--- src/sv/oginf_pkg.sv ---
// ----------------------------------------------------------------------------
// Obstacle inflation package
// Widths, cell codes and shared types of the occupancy grid inflation block.
// ----------------------------------------------------------------------------
package oginf_pkg;

    localparam int MAX_SIDE = 256;
    localparam int COORD_W  = $clog2(MAX_SIDE);
    localparam int SIDE_W   = $clog2(MAX_SIDE + 1);
    localparam int CELL_W   = 2;

    typedef logic [CELL_W-1:0]  cell_t;
    typedef logic [COORD_W-1:0] coord_t;
    typedef logic [SIDE_W-1:0]  side_t;

    localparam cell_t CELL_UNKNOWN  = 2'd0;
    localparam cell_t CELL_OCCUPIED = 2'd1;

    localparam logic ACTION_FLUSH = 1'b1;

    localparam side_t SIDE_RESET = side_t'(MAX_SIDE);

    // How far the input position is into the map: results start on the second row.
    typedef enum logic [1:0] {
        ROW_FIRST,
        ROW_SECOND,
        ROW_BODY
    } row_phase_t;

    // One line buffer entry: occupied flag of the row two above, value of the row above.
    typedef struct packed {
        logic  up_occ;
        cell_t mid;
    } line_entry_t;

endpackage

--- src/sv/oginf_in_if.sv ---
// ----------------------------------------------------------------------------
// Cell input channel
// Valid/ready channel that carries one raster map cell or flush pad per beat.
// ----------------------------------------------------------------------------
interface oginf_in_if;
    import oginf_pkg::*;

    logic  valid;
    logic  ready;
    logic  action;
    cell_t cell_in;

    modport source (output valid, output action, output cell_in, input ready);
    modport sink   (input valid, input action, input cell_in, output ready);

endinterface

--- src/sv/oginf_out_if.sv ---
// ----------------------------------------------------------------------------
// Inflated cell output channel
// Valid/ready channel that carries one inflated cell and its position per beat.
// ----------------------------------------------------------------------------
interface oginf_out_if;
    import oginf_pkg::*;

    logic   valid;
    logic   ready;
    cell_t  cell_out;
    coord_t row;
    coord_t col;
    logic   last;

    modport source (output valid, output cell_out, output row, output col, output last,
                    input ready);
    modport sink   (input valid, input cell_out, input row, input col, input last,
                    output ready);

endinterface

--- src/sv/occupancy_grid_obstacle_inflate_unit.sv ---
// ----------------------------------------------------------------------------
// Occupancy grid obstacle inflation
// 3x3 dilation of occupied cells in a raster stream with a two-row line buffer.
// ----------------------------------------------------------------------------
//  channel   | dir | beat contents
//  ----------+-----+--------------------------------------------
//  in_chan   | in  | action, cell_in (one map cell or flush pad)
//  out_chan  | out | cell_out, row, col, last
//  cfg_wr_*  | in  | grid_side, written while idle
//
// One cell per clock outside side writes: a beat is taken whenever the result
// register is empty or drained in the same cycle, and its result lands there.
// The line buffer is one memory with a single write and a prefetched,
// registered read of the next column, so it sets no limit below one per cycle.
// Results trail inputs by one row plus one cell; a stalled output holds input.
// Reset clears positions and the window; the line buffer needs no clearing.
// ----------------------------------------------------------------------------
module occupancy_grid_obstacle_inflate_unit (
    input  logic              clk,
    input  logic              rst_n,
    oginf_in_if.sink          in_chan,
    oginf_out_if.source       out_chan,
    input  logic              cfg_wr_en,
    input  oginf_pkg::side_t  cfg_wr_data
);
    import oginf_pkg::*;

    side_t       side_reg, side_next;
    coord_t      in_col_reg, in_col_next;
    row_phase_t  row_phase_reg, row_phase_next;
    coord_t      out_row_reg, out_row_next;
    coord_t      out_col_reg, out_col_next;

    cell_t       win_reg [2][3];
    cell_t       win_cur [3][3];

    line_entry_t line_mem [MAX_SIDE];
    line_entry_t line_rd_reg;
    line_entry_t wr_entry;

    logic        out_valid_reg;
    cell_t       cell_out_reg;
    coord_t      row_reg;
    coord_t      col_reg;
    logic        last_reg;

    logic        in_ready;
    logic        step;
    cell_t       cell_v;
    logic        in_col_end;
    logic        out_col_end;
    logic        out_row_end;
    logic        emit;
    logic        last;
    logic        occ;
    logic        col_ok [3];
    logic        row_ok [3];

    assign in_ready      = (!out_valid_reg || out_chan.ready) && !cfg_wr_en;
    assign in_chan.ready = in_ready;
    assign step          = in_chan.valid && in_ready;

    // A flush pad stands for an unknown cell wherever it lands.
    assign cell_v = (in_chan.action == ACTION_FLUSH) ? CELL_UNKNOWN : in_chan.cell_in;

    assign in_col_end  = (SIDE_W'(in_col_reg) + SIDE_W'(1)) >= side_reg;
    assign out_col_end = (SIDE_W'(out_col_reg) + SIDE_W'(1)) >= side_reg;
    assign out_row_end = (SIDE_W'(out_row_reg) + SIDE_W'(1)) >= side_reg;
    assign last        = out_row_end && out_col_end;

    assign emit = (row_phase_reg == ROW_BODY)
               || ((row_phase_reg == ROW_SECOND) && (in_col_reg != '0));

    assign wr_entry.up_occ = (line_rd_reg.mid == CELL_OCCUPIED);
    assign wr_entry.mid    = cell_v;

    // Window as it stands once this beat's column has shifted in.
    always_comb
    begin
        for (int dr = 0; dr < 3; dr++)
        begin
            win_cur[0][dr] = win_reg[0][dr];
            win_cur[1][dr] = win_reg[1][dr];
        end
        win_cur[2][0] = cell_t'(line_rd_reg.up_occ);
        win_cur[2][1] = line_rd_reg.mid;
        win_cur[2][2] = cell_v;
    end

    always_comb
    begin
        col_ok[0] = (out_col_reg != '0);
        col_ok[1] = 1'b1;
        col_ok[2] = !out_col_end;
        row_ok[0] = (out_row_reg != '0);
        row_ok[1] = 1'b1;
        row_ok[2] = !out_row_end;
    end

    // The upper row only carries an occupied flag in bit zero.
    always_comb
    begin
        occ = 1'b0;
        for (int dc = 0; dc < 3; dc++)
        begin
            for (int dr = 0; dr < 3; dr++)
            begin
                if (col_ok[dc] && row_ok[dr])
                begin
                    if (dr == 0)
                        occ = occ | win_cur[dc][0][0];
                    else
                        occ = occ | (win_cur[dc][dr] == CELL_OCCUPIED);
                end
            end
        end
    end

    always_comb
    begin
        side_next      = side_reg;
        in_col_next    = in_col_reg;
        row_phase_next = row_phase_reg;
        out_row_next   = out_row_reg;
        out_col_next   = out_col_reg;
        if (cfg_wr_en)
        begin
            if (cfg_wr_data == '0)
                side_next = SIDE_W'(1);
            else if (cfg_wr_data > SIDE_W'(MAX_SIDE))
                side_next = SIDE_W'(MAX_SIDE);
            else
                side_next = cfg_wr_data;
            in_col_next    = '0;
            row_phase_next = ROW_FIRST;
            out_row_next   = '0;
            out_col_next   = '0;
        end
        else if (step)
        begin
            if (in_col_end)
            begin
                in_col_next    = '0;
                row_phase_next = (row_phase_reg == ROW_FIRST) ? ROW_SECOND : ROW_BODY;
            end
            else
            begin
                in_col_next = in_col_reg + COORD_W'(1);
            end
            if (emit)
            begin
                if (last)
                begin
                    in_col_next    = '0;
                    row_phase_next = ROW_FIRST;
                    out_row_next   = '0;
                    out_col_next   = '0;
                end
                else if (out_col_end)
                begin
                    out_col_next = '0;
                    out_row_next = out_row_reg + COORD_W'(1);
                end
                else
                begin
                    out_col_next = out_col_reg + COORD_W'(1);
                end
            end
        end
    end

    always_ff @(posedge clk or negedge rst_n)
    begin
        if (!rst_n)
        begin
            side_reg      <= SIDE_RESET;
            in_col_reg    <= '0;
            row_phase_reg <= ROW_FIRST;
            out_row_reg   <= '0;
            out_col_reg   <= '0;
            for (int dc = 0; dc < 2; dc++)
            begin
                for (int dr = 0; dr < 3; dr++)
                    win_reg[dc][dr] <= '0;
            end
        end
        else
        begin
            side_reg      <= side_next;
            in_col_reg    <= in_col_next;
            row_phase_reg <= row_phase_next;
            out_row_reg   <= out_row_next;
            out_col_reg   <= out_col_next;
            if (step)
            begin
                for (int dr = 0; dr < 3; dr++)
                begin
                    win_reg[0][dr] <= win_cur[1][dr];
                    win_reg[1][dr] <= win_cur[2][dr];
                end
            end
        end
    end

    // The read always fetches the entry for the next input column. When the
    // next column is the one written now, the written entry is forwarded.
    always_ff @(posedge clk)
    begin
        if (step)
            line_mem[in_col_reg] <= wr_entry;
        if (step && (in_col_next == in_col_reg))
            line_rd_reg <= wr_entry;
        else
            line_rd_reg <= line_mem[in_col_next];
    end

    always_ff @(posedge clk or negedge rst_n)
    begin
        if (!rst_n)
            out_valid_reg <= 1'b0;
        else if (step)
            out_valid_reg <= emit;
        else if (out_chan.ready)
            out_valid_reg <= 1'b0;
    end

    always_ff @(posedge clk)
    begin
        if (step && emit)
        begin
            cell_out_reg <= occ ? CELL_OCCUPIED : win_cur[1][1];
            row_reg      <= out_row_reg;
            col_reg      <= out_col_reg;
            last_reg     <= last;
        end
    end

    assign out_chan.valid    = out_valid_reg;
    assign out_chan.cell_out = cell_out_reg;
    assign out_chan.row      = row_reg;
    assign out_chan.col      = col_reg;
    assign out_chan.last     = last_reg;

    a_in_col_in_map: assert property (@(posedge clk) disable iff (!rst_n)
        SIDE_W'(in_col_reg) < side_reg)
        else $error("input column outside the map");

    a_out_col_in_map: assert property (@(posedge clk) disable iff (!rst_n)
        SIDE_W'(out_col_reg) < side_reg && SIDE_W'(out_row_reg) < side_reg)
        else $error("result position outside the map");

    a_frame_restart: assert property (@(posedge clk) disable iff (!rst_n)
        step && emit && last |=> in_col_reg == '0 && row_phase_reg == ROW_FIRST
                                 && out_row_reg == '0 && out_col_reg == '0)
        else $error("positions not cleared after the final cell");

    a_result_from_beat: assert property (@(posedge clk) disable iff (!rst_n)
        $rose(out_valid_reg) |-> $past(in_chan.valid && in_ready))
        else $error("result appeared without an input beat");

endmodule

--- src/flat_wrapper.sv ---
// flat-port wrapper written by rule: the top's interface ports become plain ports
module occupancy_grid_obstacle_inflate_unit_flat import oginf_pkg::*;
  (clk, rst_n, cfg_wr_en, cfg_wr_data, in_chan_valid, in_chan_action, in_chan_cell_in, in_chan_ready, out_chan_valid, out_chan_cell_out, out_chan_row, out_chan_col, out_chan_last, out_chan_ready);
  oginf_in_if in_chan_i ();
  oginf_out_if out_chan_i ();
  input  logic clk;
  input  logic rst_n;
  input  logic cfg_wr_en;
  input  oginf_pkg::side_t cfg_wr_data;
  input wire logic [$bits(in_chan_i.valid)-1:0] in_chan_valid;
  input wire logic [$bits(in_chan_i.action)-1:0] in_chan_action;
  input wire logic [$bits(in_chan_i.cell_in)-1:0] in_chan_cell_in;
  output wire logic [$bits(in_chan_i.ready)-1:0] in_chan_ready;
  output wire logic [$bits(out_chan_i.valid)-1:0] out_chan_valid;
  output wire logic [$bits(out_chan_i.cell_out)-1:0] out_chan_cell_out;
  output wire logic [$bits(out_chan_i.row)-1:0] out_chan_row;
  output wire logic [$bits(out_chan_i.col)-1:0] out_chan_col;
  output wire logic [$bits(out_chan_i.last)-1:0] out_chan_last;
  input wire logic [$bits(out_chan_i.ready)-1:0] out_chan_ready;
  assign in_chan_i.valid = in_chan_valid;
  assign in_chan_i.action = in_chan_action;
  assign in_chan_i.cell_in = in_chan_cell_in;
  assign in_chan_ready = in_chan_i.ready;
  assign out_chan_valid = out_chan_i.valid;
  assign out_chan_cell_out = out_chan_i.cell_out;
  assign out_chan_row = out_chan_i.row;
  assign out_chan_col = out_chan_i.col;
  assign out_chan_last = out_chan_i.last;
  assign out_chan_i.ready = out_chan_ready;
  occupancy_grid_obstacle_inflate_unit u_core (.clk(clk), .rst_n(rst_n), .in_chan(in_chan_i), .out_chan(out_chan_i), .cfg_wr_en(cfg_wr_en), .cfg_wr_data(cfg_wr_data));
endmodule
--- config.mk ---
export PLATFORM = sky130hd
export DESIGN_NAME = occupancy_grid_obstacle_inflate_unit_flat
export DESIGN_NICKNAME = d
export VERILOG_FILES = /design/src/sv/oginf_pkg.sv /design/src/sv/oginf_in_if.sv /design/src/sv/oginf_out_if.sv /design/src/sv/occupancy_grid_obstacle_inflate_unit.sv /design/src/flat_wrapper.sv
export SDC_FILE = /design/constraint.sdc
export NUM_CORES = 1
export LEC_CHECK = 0
export ABC_AREA = 1
export BUFFER_PORTS_ARGS = -buffer_cell sky130_fd_sc_hd__buf_2
export CORE_MARGIN = 1
export CORE_UTILIZATION = 45
export CTS_CLUSTER_DIAMETER = 30
export DETAILED_ROUTE_END_ITERATION = 8
export PLACE_DENSITY = 0.67
export SLEW_MARGIN = 0
export SYNTH_ARGS = -nofsm -noshare
export SYNTH_HDL_FRONTEND = slang
export SYNTH_SLANG_ARGS = --single-unit
--- constraint.sdc ---
create_clock -name clk -period 29.1 [get_ports clk]
set_clock_uncertainty 0.15 [all_clocks]
set_input_delay 2.91 -clock clk [delete_from_list [all_inputs] [get_ports clk]]
set_output_delay 2.91 -clock clk [all_outputs]
set_load 0.01 [all_outputs]
==> impl_metrics.py <==
metrics = {
    "die": {
        "num_io_pins": 38,
        "fp.dieH_microns": 285,
        "rows": 103,
        "dieWidth_microns": 285,
        "floorplan.initialDensity_pct": 45.5,
        "coreArea_sq_um": 79100,
        "die_area_sq_um": 81200,
    },
    "global_route": {
        "antenna_found_initial": 1,
        "grt_overflow": 0,
        "grt_pass1_vias": 23900,
        "grt_max_degree": 209,
        "track_usage_pct": 21.9,
        "grt_first_pass_wirelength_mm": 136,
    },
    "min_path": {
        "hold_end": "u_core.out_chan.row[5]",
        "hold_start": "u_core.out_row_reg[5]",
        "whs_path_depth": 0,
        "hold_path.class": "reg -> reg",
    },
    "layout": {
        "drive_gt1_share_pct": 9.25,
        "nets": 3349,
        "ff_latch_area_sq_um": 25000,
        "final_cell_area_sq_um": 41700,
        "fillers": 6689,
        "num_antenna_cells": 0,
        "largest_reg_flops": 768,
        "syn_to_final_growth_pct": 15.8,
        "multi_input_area_sq_um": 9560,
    },
    "logic_synthesis": {
        "synth_most_common_cell": "nand2_1",
        "synth_top_area_share_pct": 65.6,
        "synthArstFlopShare_pct": 5.47,
        "syn_avg_cell_area_sq_um": 11.0,
        "synthesis.area_sq_um": 36000,
        "synth-edff-count": 787,
        "synth.top_cells.by_count": "909 x nand2_1, 787 x edfxtp_1, 770 x nand3_1, 301 x nor2_1, 104 x inv_1",
        "synth_area_leaders": "edfxtp_1 66%, nand3_1 11%, nand2_1 9.5%, nor2_1 3.1%, dfrtp_1 3.1%",
        "yosys_most_used_dff": "edfxtp_1",
        "synth_cells": 3285,
        "ys_types": 37,
        "synth_seq_cells": 841,
        "yosys_warnings": 0,
        "seq_area_frac_synth_pct": 69.2,
        "synthesis.nets": 3337,
        "yosys.area.top_type": "edfxtp_1",
    },
    "worst_setup_path": {
        "critical_path_class": "in -> out",
        "reg2reg_slack_ps": 22790,
        "critPathArrivalTime_ps": 3390,
        "rr_endpoint": "u_core.line_mem[180][2]",
        "worstPathRequired_ps": 26040,
        "crit_start": "cfg_wr_en",
        "startpoint_type": "input port",
        "reg2regPathDepth": 14,
        "end_kind": "primary output",
        "critPathMaxFanout": 10,
    },
    "timing": {
        "max_freq_mhz": 155,
        "rsz0062_at_grt": "no",
        "drv_slew": 0,
        "fin_crit_sh_pct": 22.2,
        "hold_viol": 0,
        "min_period_ps": 6450,
        "final-setup-viol-count": 0,
        "slew_headroom_pct": 15.8,
        "worstMarginPinSlew_ps": 1260,
        "fin_setup_tns_ps": 0,
    },
    "power_and_ir_drop": {
        "vdd_ir_drop_max_v": 0.0000931,
        "power_density_nw_per_um2": 95.4,
        "power_leakage_nw": 15.2,
    },
    "clocking": {
        "cts_setup_buffers": 0,
        "clock_latency_ps": 730,
        "htree_levels": 4,
        "cts_buffer_depth": 3,
        "cts_tree": "yes",
        "cts_root_buf": "clkbuf_16",
        "clk_pin_slew_ps": 50,
        "cts_buffers": 146,
        "clock-sinks": 841,
        "hold_buffers": 0,
        "postCtsResizedCells": 0,
    },
    "detailed_routing": {
        "drt_first_pass_iters": 6,
        "route.antenna.remaining_nets": 0,
        "drc": 0,
        "routed-via-count": 24500,
        "wire_per_inst_microns": 19.9,
        "first_iter_violations": 2618,
        "wl_mm": 88.8,
        "vias_per_cell": 5.49,
    },
    "placed_design": {
        "routabilityCongestion": 0.822,
        "numPortBuffers": 37,
        "dpl.hpwl_mm": 48.2,
        "place_area_sq_um": 36700,
    },
    "flow_run": {
        "maxCapViolCount": 0,
    },
    "run_status": {
        "outcome": "finished, final reports clean",
    },
}
## routing by layer
metal	part of all wire, %	wire (microns)	track usage, %	vias up
met3	7.8	6970	4.16	193
met5	0.026	23	0	-
met1	41	36700	29.2	11800
met4	3.4	3000	9.28	4
li1	-	-	-	11500
met2	47	42100	35.3	1019
## cell usage in the layout, fill, tap and decap left out, types with 4 or more instances in the layout
cell type	synthesis	routed
a21oi_1	19	18
clkinv_2	0	18
o21ai_0	27	27
xor2_1	12	12
nor3_1	8	8
buf_2	99	37
ha_1	35	35
clkinvlp_4	0	14
nand2_1	909	909
clkbuf_1	51	16
nand3_1	770	770
edfxtp_1	787	787
inv_1	104	102
o21ai_1	9	9
clkinv_4	0	4
clkinv_8	0	6
nor2_2	4	4
nor2_1	301	299
inv_2	4	4
dfxtp_1	8	4
o22ai_1	13	13
nand4_1	10	10
buf_4	23	25
dfrtp_1	45	45
buf_12	0	4
clkbuf_16	0	150
inv_6	1	16
clkinv_1	1	24
bufinv_16	0	20
## worst max-delay path, cell delays in order
cell and delay, ps:
buf_2 170, a21oi_1 160, buf_2 150
## kinds of logic (layout without fill, tap and decap cells)
group,Yosys count,after routing,share of synthesized area (%)
and+or+nand+nor,2006,2006,23.7
xor gates and xnor gates,12,12,0.292
adders and majority gates,35,35,1.22
DFF,841,841,69.2
buffers and inverters,312,445,4.32
AOI/OAI and AO/OA,79,79,1.23
## final cells by class
type                    count  share of cell area [%]
inverters                 110                    1.03
well taps                1050                    3.15
flip-flops and latches    841                    59.8
repair buffers             66                    1.09
multi-input cells        2132                    22.9
clock buffers             166                    9.14
clock inverters           103                    2.90
## power breakdown
part,internal [W],switching (W)
clock,0.00113,0.000594
combinational,0.000212,0.000605
sequential,0.00142,0.0000223
total,0.00276,0.00122
## stage by stage
stage	hold WS [ps]	power [W]	utilization, %	setup slack, ps	std cells
after detailed placement	317	0.00228	46.4	22640	4199
final	326	0.00398	52.8	22650	4468
after global routing	351	0.00415	52.8	22380	4468
after CTS	329	0.00399	52.8	22640	4468
after global placement	317	0.00227	46.4	22630	4199
after floorplan	297	0.00212	-	18590	3285
## how the worst max path moves through the flow
stage,end,slack [ps]
final,in_chan_ready,22650
after detailed placement,in_chan_ready,22640
after floorplan,u_core.line_mem[0][0],18590
after global placement,in_chan_ready,22630
after CTS,in_chan_ready,22640
after global routing,u_core.line_mem[180][2],22380
(Power assumes the default switching activity.)
